--- config.mk ---
export PLATFORM = sky130hd
export DESIGN_NAME = seconds_to_calendar_date_flat
export DESIGN_NICKNAME = d
export VERILOG_FILES = /design/src/rtl/core/s2cd_pkg.sv /design/src/rtl/core/s2cd_if.sv /design/src/rtl/core/s2cd_cmp_sub.sv /design/src/rtl/core/seconds_to_calendar_date.sv /design/src/flat_wrapper.sv
export SDC_FILE = /design/constraint.sdc
export NUM_CORES = 1
export LEC_CHECK = 0
export BUFFER_PORTS_ARGS = -buffer_cell sky130_fd_sc_hd__buf_4
export CORE_UTILIZATION = 45
export CTS_CLUSTER_DIAMETER = 80
export DETAILED_ROUTE_END_ITERATION = 8
export GPL_TIMING_DRIVEN = 1
export MAX_ROUTING_LAYER = met4
export PLACE_DENSITY = 0.59
export SYNTH_ARGS = -nofsm -noshare
export SYNTH_HDL_FRONTEND = slang
export SYNTH_SLANG_ARGS = --single-unit
--- constraint.sdc ---
create_clock -name clock -period 10.4 [get_ports clock]
set_input_delay 1.56 -clock clock [delete_from_list [all_inputs] [get_ports clock]]
set_output_delay 1.56 -clock clock [all_outputs]
set_load 0.02 [all_outputs]
--- src/rtl/core/s2cd_pkg.sv ---
`timescale 1ns / 1ps
// ----------------------------------------------------------------------------
// s2cd_pkg
// Types, constants and calendar tables for the seconds-to-date converter.
// ----------------------------------------------------------------------------
package s2cd_pkg;

   localparam int ACC_W = 32;

   localparam logic [31:0] LIMIT_SECONDS  = 32'd4102444800;
   localparam logic [31:0] DAY_SECONDS    = 32'd86400;
   localparam logic [31:0] HOUR_SECONDS   = 32'd3600;
   localparam logic [31:0] MINUTE_SECONDS = 32'd60;
   localparam logic [31:0] WEEK_DAYS      = 32'd7;
   localparam logic [31:0] YEAR_DAYS      = 32'd365;
   localparam logic [31:0] LEAP_YEAR_DAYS = 32'd366;

   localparam logic [11:0] BASE_YEAR    = 12'd1970;
   localparam logic [11:0] CENTURY_BASE = 12'd1900;

   localparam logic [3:0] JANUARY  = 4'd0;
   localparam logic [3:0] FEBRUARY = 4'd1;
   localparam logic [3:0] DECEMBER = 4'd11;

   localparam logic [3:0] DAY_STEPS    = 4'd15;
   localparam logic [3:0] HOUR_STEPS   = 4'd4;
   localparam logic [3:0] MINUTE_STEPS = 4'd5;
   localparam logic [3:0] WDAY_STEPS   = 4'd5;

   typedef enum logic [7:0] {
      ST_IDLE  = 8'b0000_0001,
      ST_DAY   = 8'b0000_0010,
      ST_HOUR  = 8'b0000_0100,
      ST_MIN   = 8'b0000_1000,
      ST_YEAR  = 8'b0001_0000,
      ST_MONTH = 8'b0010_0000,
      ST_WDAY  = 8'b0100_0000,
      ST_DONE  = 8'b1000_0000
   } state_type;

   typedef struct packed {
      logic [11:0] year;
      logic [3:0]  month;
      logic [4:0]  day_of_month;
      logic [4:0]  hour;
      logic [5:0]  minute;
      logic [5:0]  second;
      logic [2:0]  weekday;
      logic        out_of_range;
   } result_type;

   // Month index runs from zero for January.
   function automatic logic [4:0] month_len(input logic [3:0] month, input logic leap);
      logic [4:0] len;
      unique case (month)
         4'd0, 4'd2, 4'd4, 4'd6, 4'd7, 4'd9, 4'd11: len = 5'd31;
         4'd3, 4'd5, 4'd8, 4'd10:                   len = 5'd30;
         4'd1:                                      len = leap ? 5'd29 : 5'd28;
         default:                                   len = 5'd31;
      endcase
      return len;
   endfunction

   function automatic logic [2:0] month_offset(input logic [3:0] month);
      logic [2:0] ofs;
      unique case (month)
         4'd0, 4'd9:        ofs = 3'd0;
         4'd1, 4'd2, 4'd10: ofs = 3'd3;
         4'd3, 4'd6:        ofs = 3'd6;
         4'd4:              ofs = 3'd1;
         4'd5:              ofs = 3'd4;
         4'd7:              ofs = 3'd2;
         4'd8, 4'd11:       ofs = 3'd5;
         default:           ofs = 3'd0;
      endcase
      return ofs;
   endfunction

endpackage

--- src/rtl/core/s2cd_if.sv ---
`timescale 1ns / 1ps
// ----------------------------------------------------------------------------
// s2cd_req_if / s2cd_rsp_if
// Valid/ready channels carrying the second count and the calendar result.
// ----------------------------------------------------------------------------
interface s2cd_req_if;
   logic        valid;
   logic        ready;
   logic [31:0] second_count;

   modport source (output valid, output second_count, input ready);
   modport sink   (input valid, input second_count, output ready);
endinterface

interface s2cd_rsp_if;
   logic        valid;
   logic        ready;
   logic [11:0] year;
   logic [3:0]  month;
   logic [4:0]  day_of_month;
   logic [4:0]  hour;
   logic [5:0]  minute;
   logic [5:0]  second;
   logic [2:0]  weekday;
   logic        out_of_range;

   modport source (output valid, output year, output month, output day_of_month,
                   output hour, output minute, output second, output weekday,
                   output out_of_range, input ready);
   modport sink   (input valid, input year, input month, input day_of_month,
                   input hour, input minute, input second, input weekday,
                   input out_of_range, output ready);
endinterface

--- src/rtl/core/s2cd_cmp_sub.sv ---
`timescale 1ns / 1ps
// ----------------------------------------------------------------------------
// s2cd_cmp_sub
// Shared compare-and-subtract unit used by every step of the converter.
// ----------------------------------------------------------------------------
module s2cd_cmp_sub (
   input  logic [s2cd_pkg::ACC_W-1:0] minuend,
   input  logic [s2cd_pkg::ACC_W-1:0] subtrahend,
   output logic                       ge,
   output logic [s2cd_pkg::ACC_W-1:0] diff
);
   import s2cd_pkg::*;

   logic [ACC_W:0] wide;

   assign wide = {1'b0, minuend} - {1'b0, subtrahend};
   assign ge   = ~wide[ACC_W];
   assign diff = wide[ACC_W-1:0];

endmodule

--- src/rtl/core/seconds_to_calendar_date.sv ---
`timescale 1ns / 1ps
// ----------------------------------------------------------------------------
// seconds_to_calendar_date
// Converts a count of seconds since 1970-01-01 into a Gregorian date and time.
// ----------------------------------------------------------------------------
// Usage: a transaction on req_bus carries second_count. The block then runs
// alone on it and is not ready until the result is in the output register.
// One transaction on rsp_bus returns year, month, day_of_month, hour, minute,
// second, weekday (0 is Sunday) and out_of_range for each request.
// Flow: a count past 2099-12-31 23:59:59 returns out_of_range with all
// other fields zero. Any other count runs the day division, the hour and
// minute divisions, a walk over the years since 1970, a walk over the
// months and the weekday reduction in that order, all on the single
// compare-subtract unit that every step shares. No new request is taken
// while a conversion is in progress.
// A finished result waits in the output register while rsp_bus is stalled;
// a new request is taken meanwhile and holds in its final state until the
// register frees up. Synchronous reset returns the sequencer to idle and
// drops rsp_bus.valid; no result is pending afterwards.
// ----------------------------------------------------------------------------
module seconds_to_calendar_date (
   input logic         clock,
   input logic         reset,
   s2cd_req_if.sink    req_bus,
   s2cd_rsp_if.source  rsp_bus
);
   import s2cd_pkg::*;

   state_type        state_ff, state_in;
   logic [ACC_W-1:0] acc_ff, acc_in;
   logic [15:0]      quo_ff, quo_in;
   logic [3:0]       step_ff, step_in;
   logic [15:0]      days_ff, days_in;
   logic [11:0]      year_ff, year_in;
   logic [3:0]       month_ff, month_in;
   result_type       work_ff, work_in;
   result_type       res_ff, res_in;
   logic             rsp_valid_ff, rsp_valid_in;

   logic [ACC_W-1:0] operand;
   logic [ACC_W-1:0] diff;
   logic             ge;
   logic [ACC_W-1:0] acc_next;
   logic [15:0]      quo_next;
   logic             leap;
   logic [11:0]      century_ofs;
   logic [7:0]       lo;
   logic [4:0]       day_value;
   logic [8:0]       wday_sum;
   logic             adjust;
   logic             req_fire;
   logic             load_result;

   s2cd_cmp_sub u_cmp_sub (
      .minuend    (acc_ff),
      .subtrahend (operand),
      .ge         (ge),
      .diff       (diff)
   );

   // Only 2000 is a century year in 1970..2099, and it is a leap year.
   assign leap = (year_ff[1:0] == 2'b00);

   always_comb begin
      case (state_ff)
         ST_DAY:   operand = DAY_SECONDS << step_ff;
         ST_HOUR:  operand = HOUR_SECONDS << step_ff;
         ST_MIN:   operand = MINUTE_SECONDS << step_ff;
         ST_YEAR:  operand = leap ? LEAP_YEAR_DAYS : YEAR_DAYS;
         ST_MONTH: operand = {27'd0, month_len(month_ff, leap)};
         ST_WDAY:  operand = WEEK_DAYS << step_ff;
         default:  operand = DAY_SECONDS;
      endcase
   end

   assign acc_next = ge ? diff : acc_ff;
   assign quo_next = {quo_ff[14:0], ge};

   assign century_ofs = year_ff - CENTURY_BASE;
   assign lo          = century_ofs[7:0];
   assign day_value   = acc_ff[4:0] + 5'd1;
   assign adjust      = (lo[1:0] == 2'b00) && (month_ff <= FEBRUARY);
   assign wday_sum    = {1'b0, lo} + {3'b000, lo[7:2]} + {4'd0, day_value}
                        + {6'd0, month_offset(month_ff)} - {8'd0, adjust};

   assign req_bus.ready = (state_ff == ST_IDLE);
   assign req_fire      = req_bus.valid && req_bus.ready;
   assign load_result   = (state_ff == ST_DONE) && (!rsp_valid_ff || rsp_bus.ready);

   always_comb begin
      state_in = state_ff;
      acc_in   = acc_ff;
      quo_in   = quo_ff;
      step_in  = step_ff;
      days_in  = days_ff;
      year_in  = year_ff;
      month_in = month_ff;
      work_in  = work_ff;

      unique case (state_ff)
         ST_IDLE: begin
            if (req_fire) begin
               work_in = '0;
               if (req_bus.second_count >= LIMIT_SECONDS) begin
                  work_in.out_of_range = 1'b1;
                  state_in             = ST_DONE;
               end else begin
                  acc_in   = req_bus.second_count;
                  quo_in   = '0;
                  step_in  = DAY_STEPS;
                  state_in = ST_DAY;
               end
            end
         end
         ST_DAY: begin
            acc_in  = acc_next;
            quo_in  = quo_next;
            step_in = step_ff - 4'd1;
            if (step_ff == 4'd0) begin
               days_in  = quo_next;
               quo_in   = '0;
               step_in  = HOUR_STEPS;
               state_in = ST_HOUR;
            end
         end
         ST_HOUR: begin
            acc_in  = acc_next;
            quo_in  = quo_next;
            step_in = step_ff - 4'd1;
            if (step_ff == 4'd0) begin
               work_in.hour = quo_next[4:0];
               quo_in       = '0;
               step_in      = MINUTE_STEPS;
               state_in     = ST_MIN;
            end
         end
         ST_MIN: begin
            acc_in  = acc_next;
            quo_in  = quo_next;
            step_in = step_ff - 4'd1;
            if (step_ff == 4'd0) begin
               work_in.minute = quo_next[5:0];
               work_in.second = acc_next[5:0];
               acc_in         = {16'd0, days_ff};
               year_in        = BASE_YEAR;
               state_in       = ST_YEAR;
            end
         end
         ST_YEAR: begin
            if (ge) begin
               acc_in  = diff;
               year_in = year_ff + 12'd1;
            end else begin
               month_in = JANUARY;
               state_in = ST_MONTH;
            end
         end
         ST_MONTH: begin
            if (!ge || month_ff == DECEMBER) begin
               work_in.year         = year_ff;
               work_in.month        = month_ff + 4'd1;
               work_in.day_of_month = day_value;
               acc_in               = {23'd0, wday_sum};
               step_in              = WDAY_STEPS;
               state_in             = ST_WDAY;
            end else begin
               acc_in   = diff;
               month_in = month_ff + 4'd1;
            end
         end
         ST_WDAY: begin
            acc_in  = acc_next;
            step_in = step_ff - 4'd1;
            if (step_ff == 4'd0) begin
               work_in.weekday = acc_next[2:0];
               state_in        = ST_DONE;
            end
         end
         ST_DONE: begin
            if (load_result) begin
               state_in = ST_IDLE;
            end
         end
         default: begin
            state_in = ST_IDLE;
         end
      endcase
   end

   always_comb begin
      res_in       = res_ff;
      rsp_valid_in = rsp_valid_ff;
      if (rsp_valid_ff && rsp_bus.ready) begin
         rsp_valid_in = 1'b0;
      end
      if (load_result) begin
         res_in       = work_ff;
         rsp_valid_in = 1'b1;
      end
   end

   always_ff @(posedge clock) begin
      if (reset) begin
         state_ff     <= ST_IDLE;
         rsp_valid_ff <= 1'b0;
      end else begin
         state_ff     <= state_in;
         rsp_valid_ff <= rsp_valid_in;
      end
   end

   always_ff @(posedge clock) begin
      acc_ff   <= acc_in;
      quo_ff   <= quo_in;
      step_ff  <= step_in;
      days_ff  <= days_in;
      year_ff  <= year_in;
      month_ff <= month_in;
      work_ff  <= work_in;
      res_ff   <= res_in;
   end

   assign rsp_bus.valid        = rsp_valid_ff;
   assign rsp_bus.year         = res_ff.year;
   assign rsp_bus.month        = res_ff.month;
   assign rsp_bus.day_of_month = res_ff.day_of_month;
   assign rsp_bus.hour         = res_ff.hour;
   assign rsp_bus.minute       = res_ff.minute;
   assign rsp_bus.second       = res_ff.second;
   assign rsp_bus.weekday      = res_ff.weekday;
   assign rsp_bus.out_of_range = res_ff.out_of_range;

`ifndef SYNTHESIS
   a_in_range_starts_division: assert property (@(posedge clock) disable iff (reset)
      (req_fire && req_bus.second_count < LIMIT_SECONDS) |=> (state_ff == ST_DAY))
      else $error("in-range request did not start the day division");

   a_year_walk_bounded: assert property (@(posedge clock) disable iff (reset)
      (state_ff == ST_YEAR) |-> (year_ff >= BASE_YEAR && year_ff <= 12'd2099))
      else $error("year walk left the supported range");

   a_out_of_range_zero: assert property (@(posedge clock) disable iff (reset)
      (rsp_valid_ff && res_ff.out_of_range) |->
         (res_ff.year == 12'd0 && res_ff.month == 4'd0 && res_ff.weekday == 3'd0))
      else $error("out-of-range result carries nonzero fields");

   a_valid_date: assert property (@(posedge clock) disable iff (reset)
      (rsp_valid_ff && !res_ff.out_of_range) |->
         (res_ff.month >= 4'd1 && res_ff.month <= 4'd12 &&
          res_ff.day_of_month != 5'd0 && res_ff.weekday <= 3'd6))
      else $error("in-range result holds an impossible date");
`endif

endmodule
--- src/flat_wrapper.sv ---
// flat-port wrapper written by rule: the top's interface ports become plain ports
module seconds_to_calendar_date_flat import s2cd_pkg::*;
  (clock, reset, req_bus_valid, req_bus_second_count, req_bus_ready, rsp_bus_valid, rsp_bus_year, rsp_bus_month, rsp_bus_day_of_month, rsp_bus_hour, rsp_bus_minute, rsp_bus_second, rsp_bus_weekday, rsp_bus_out_of_range, rsp_bus_ready);
  s2cd_req_if req_bus_i ();
  s2cd_rsp_if rsp_bus_i ();
  input logic clock;
  input logic reset;
  input wire logic [$bits(req_bus_i.valid)-1:0] req_bus_valid;
  input wire logic [$bits(req_bus_i.second_count)-1:0] req_bus_second_count;
  output wire logic [$bits(req_bus_i.ready)-1:0] req_bus_ready;
  output wire logic [$bits(rsp_bus_i.valid)-1:0] rsp_bus_valid;
  output wire logic [$bits(rsp_bus_i.year)-1:0] rsp_bus_year;
  output wire logic [$bits(rsp_bus_i.month)-1:0] rsp_bus_month;
  output wire logic [$bits(rsp_bus_i.day_of_month)-1:0] rsp_bus_day_of_month;
  output wire logic [$bits(rsp_bus_i.hour)-1:0] rsp_bus_hour;
  output wire logic [$bits(rsp_bus_i.minute)-1:0] rsp_bus_minute;
  output wire logic [$bits(rsp_bus_i.second)-1:0] rsp_bus_second;
  output wire logic [$bits(rsp_bus_i.weekday)-1:0] rsp_bus_weekday;
  output wire logic [$bits(rsp_bus_i.out_of_range)-1:0] rsp_bus_out_of_range;
  input wire logic [$bits(rsp_bus_i.ready)-1:0] rsp_bus_ready;
  assign req_bus_i.valid = req_bus_valid;
  assign req_bus_i.second_count = req_bus_second_count;
  assign req_bus_ready = req_bus_i.ready;
  assign rsp_bus_valid = rsp_bus_i.valid;
  assign rsp_bus_year = rsp_bus_i.year;
  assign rsp_bus_month = rsp_bus_i.month;
  assign rsp_bus_day_of_month = rsp_bus_i.day_of_month;
  assign rsp_bus_hour = rsp_bus_i.hour;
  assign rsp_bus_minute = rsp_bus_i.minute;
  assign rsp_bus_second = rsp_bus_i.second;
  assign rsp_bus_weekday = rsp_bus_i.weekday;
  assign rsp_bus_out_of_range = rsp_bus_i.out_of_range;
  assign rsp_bus_i.ready = rsp_bus_ready;
  seconds_to_calendar_date u_core (.clock(clock), .reset(reset), .req_bus(req_bus_i), .rsp_bus(rsp_bus_i));
endmodule
==> metrics.md <==
| Metric | Value |
|---|---|
| Die span in x | `158.8 um` |
| Tcrit/Tclk final | `65.74%` |
| Avg Inst Size Synth | `10.35 um2` |
| Filler cells | `2,285` |
| Drt drc | `0` |
| Die Area | `0.02523 mm2` |
| Synth area leaders | `edfxtp_1 (45%), ha_1 (7.8%), a21oi_1 (3.5%)` |
| Routed Antenna Nets | `0` |
| Sequential share of the synthesized area | `47.47%` |
| Worst IR drop on VDD | `0.1450 mV` |
| Post-Synth XOR/XNOR Area | `4.352%` |
| Part of the power in registers | `30.6%` |
| Min cycle time layout | `6.837 ns` |
| # setup viols final | `0` |
| Clk buf depth | `2` |
| Starting DRT DRC Count | `726` |
| Worst path required time | `10.72 ns` |
| Hold Buf Count CTS | `0` |
| N_diodes | `0` |
| Yosys warns | `0` |
| Leading cell type in the layout, fill and taps excluded | `edfxtp_1` |
| Die height | `158.8 um` |
| Ys flop type | `edfxtp_1` |
| Top cell type's share of synthesized area | `45.30%` |
| Biggest area consumer among synthesized cells | `edfxtp_1` |
| First-pass GRT wire length | `44,800 um` |
| Core area | `0.02425 mm2` |
| Num CTS Buffers | `17` |
| Proportion of layout cells with a drive suffix above 1 | `13.38%` |
| Synth cell types | `85` |
| Global route total overflow | `0` |
| Post-synthesis simple-gate area fraction | `16.23%` |
| Critical path peak fanout | `26` |
| Comb power frac | `52.4%` |
| Worst min-delay path class | `reg -> reg` |
| Compound-Gate Fraction of Synth Area | `17.89%` |
| Worst EP arrival | `7.16 ns` |
| Largest family of logic cells by synthesized area | `compound AO/OA/AOI/OAI gates` |
| Worst Tran Pin Value | `1.200 ns` |
| P_int | `2.133 mW` |
| Post-DP HPWL | `20,680 um` |
| Type of the worst setup path | `reg -> reg` |
| DRT Pass-1 Iters | `5` |
| Worst-path clk slew | `0.08 ns` |
| Top Ports | `80` |
| Worst-skew pair later-pin latency | `0.44 ns` |
| Wire per inst | `19.54 um` |
| Maximum number of pins on one net before global-route repair | `43` |
| Max Clk Rate | `146.3 MHz` |
| # rows | `57` |
| Worst Skew | `0.01529 ns` |
| NetSw | `1.638 mW` |
| Slew Viols, Final | `0` |
| CTS sink cnt | `179` |
| Placed cell count | `1,428` |
| Post-Synthesis Cells | `1,069` |
| Register Area | `0.005255 mm2` |
| FF+latch count, synth | `179` |
| Post-CTS sizing | `0` |
| Gr usage total | `23.65%` |
| Starting Density | `45.65%` |
| Worst r2r path cells | `21` |
| Vias in the first global route | `7,984` |
| Synth-to-Final Area Change | `12.89%` |
| Hold path cells | `0` |
| Setup TNS | `0 ns` |
| Vias | `8,429` |
| Worst slew margin | `19.70%` |
| Crit start category | `register` |
| Fin. Hold Viols | `0` |
| Root Buffer | `clkbuf_16` |
| CTS tree | `yes` |
| Post-synthesis adder-cell area fraction | `9.427%` |
| H-tree level count | `4` |
| Outcome | `finished, final reports clean` |
| Gp weighted congestion | `0.9254` |
| Unrepaired setup endpoints after global routing | `no` |
| EDFF count, synth | `167` |
| Initial antenna violation count | `0` |
| Max-Cap Viols | `0` |
| Synthesized Nets | `1,183` |
| Final Non-Filler Cells | `1,460` |
| Synth Cell Area | `0.01107 mm2` |
| Leak | `4.784 nW` |
| CP Capture Type | `register` |
| Sw Ratio | `43.42%` |
| Pwr dens | `301.8 mW/mm2` |
| Mux contribution to synthesized area | `0.9156%` |
| Routed WL | `28,530 um` |
| PortBufs | `79` |
| Clock share of power | `17.0%` |
| Setup bufs post-CTS | `0` |
| Multi-input logic area | `0.005435 mm2` |
| Most frequent cells in the layout | `edfxtp_1 (167), nor2_1 (101), nand2_1 (98)` |
| Vias per cell | `5.773` |
| Ys async rst share | `0%` |
| Final Net Count | `1,237` |
logic make-up (layout without fill, tap and decap cells):
| logic type | count (synthesis) | in the layout |
|---|---|---|
| buffers and inverters | 100 | 167 |
| xor gates and xnor gates | 55 | 55 |
| adders and majority gates | 78 | 78 |
| and+or+nand+nor | 362 | 362 |
| DFF | 179 | 179 |
| muxes | 10 | 10 |
| AOI/OAI and AO/OA | 285 | 285 |
critical path, stage by stage (launching register included):
cell	delay (ns)
dfxtp_1	0.51
xor2_1	0.11
o2111ai_1	0.62
nand2_1	0.64
nor2_2	0.55
buf_4	0.40
a21oi_1	0.09
ha_1	0.36
o21a_1	0.14
o2111ai_1	0.21
a31oi_2	0.10
o311ai_4	0.33
nand4b_4	0.23
o21ai_4	0.57
inv_2	0.31
a32oi_2	0.42
inv_1	0.11
ha_1	0.24
or3_1	0.35
a211o_1	0.26
nand2_1	0.08
o32ai_2	0.06
flip-flops by register name, summed over array words and instances (netlist names), 4 cells and up, named ones only:
name / flops
u_core.quo_ff: 15
u_core.rsp_bus.month: 4
u_core.acc_ff: 32
u_core.rsp_bus.year: 12
u_core.step_ff: 4
u_core.days_ff: 16
u_core.rsp_bus.day_of_month: 5
u_core.month_ff: 4
u_core.work_ff: 42
u_core.state_ff: 8
u_core.rsp_bus.second: 6
u_core.year_ff: 12
u_core.rsp_bus.minute: 6
u_core.rsp_bus.hour: 5
power groups by stage:
stage          clock [mW]  combinational (mW)  sequential, mW
2_1_floorplan           0                1.53            1.12
6_report            0.640                1.98            1.15
3_5_place_dp            0                1.96            1.17
3_3_place_gp            0                1.96            1.17
5_1_grt             0.674                2.20            1.17
4_1_cts             0.651                1.97            1.15
cells in the mapped netlist, drive strengths merged (3+ instances only):
master     n
a211o      3
a211oi     3
a21o      20
a21oi     77
a221o      4
a221oi    10
a222oi     6
a22oi     13
a31oi     16
a32o       3
a32oi      3
and2      26
and3       7
and3b      3
buf       16
clkbuf    36
dfxtp     12
edfxtp   167
fa         9
ha        69
inv       46
mux2i      9
nand2     98
nand2b    10
nand3     23
nand3b    11
nand4      8
nor2     104
nor2b     24
nor3      20
nor3b      4
nor4       5
o2111ai    4
o211a      3
o211ai     9
o21a      10
o21ai     64
o221a      4
o22a       3
o22ai      3
o31ai      6
or2        3
or3       10
xnor2     26
xor2      29
per-stage QoR:
stage | instance area, um2 | utilization [%] | hold slack, ns | setup WS (ns) | power (mW)
finish | 12500 | 51.53 | 0.4118 | 3.563 | 3.771
global route | 12500 | 51.53 | 0.4250 | 3.043 | 4.043
CTS | 12500 | 51.53 | 0.4127 | 3.617 | 3.776
detailed placement | 11930 | 49.20 | 0.4045 | 3.637 | 3.123
global placement | 11930 | 49.20 | 0.4004 | 3.889 | 3.125
floorplan | 11070 | - | 0.4003 | 5.182 | 2.644
area by class of cell:
type	instances	share of cell area, %
multi-input combinational	790	43.50
clock inverter	14	1.101
sequential	179	42.05
clock buffer	18	3.434
inverter	48	1.442
tap	324	3.244
timing repair buffer	87	5.227
per-layer routing:
metal	vias up	GRT usage, %	wire length, um
li1	4078	-	-
met3	39	3.945	1582
met2	260	34.47	12570
met4	0	7.899	633
met5	-	-	0
met1	4052	33.33	13750
path summary, 6_finish.rpt:
path,to,slack [ns],start
setup / recovery,register,3.56,u_core.state_ff[2]
hold / removal,u_core.rsp_bus.day_of_month[1],0.41,u_core.work_ff[22]
setup reg to reg,register,3.56,u_core.state_ff[2]
hold reg to reg,u_core.rsp_bus.day_of_month[1],0.41,u_core.work_ff[22]
Power figures use the tool's default switching activity.
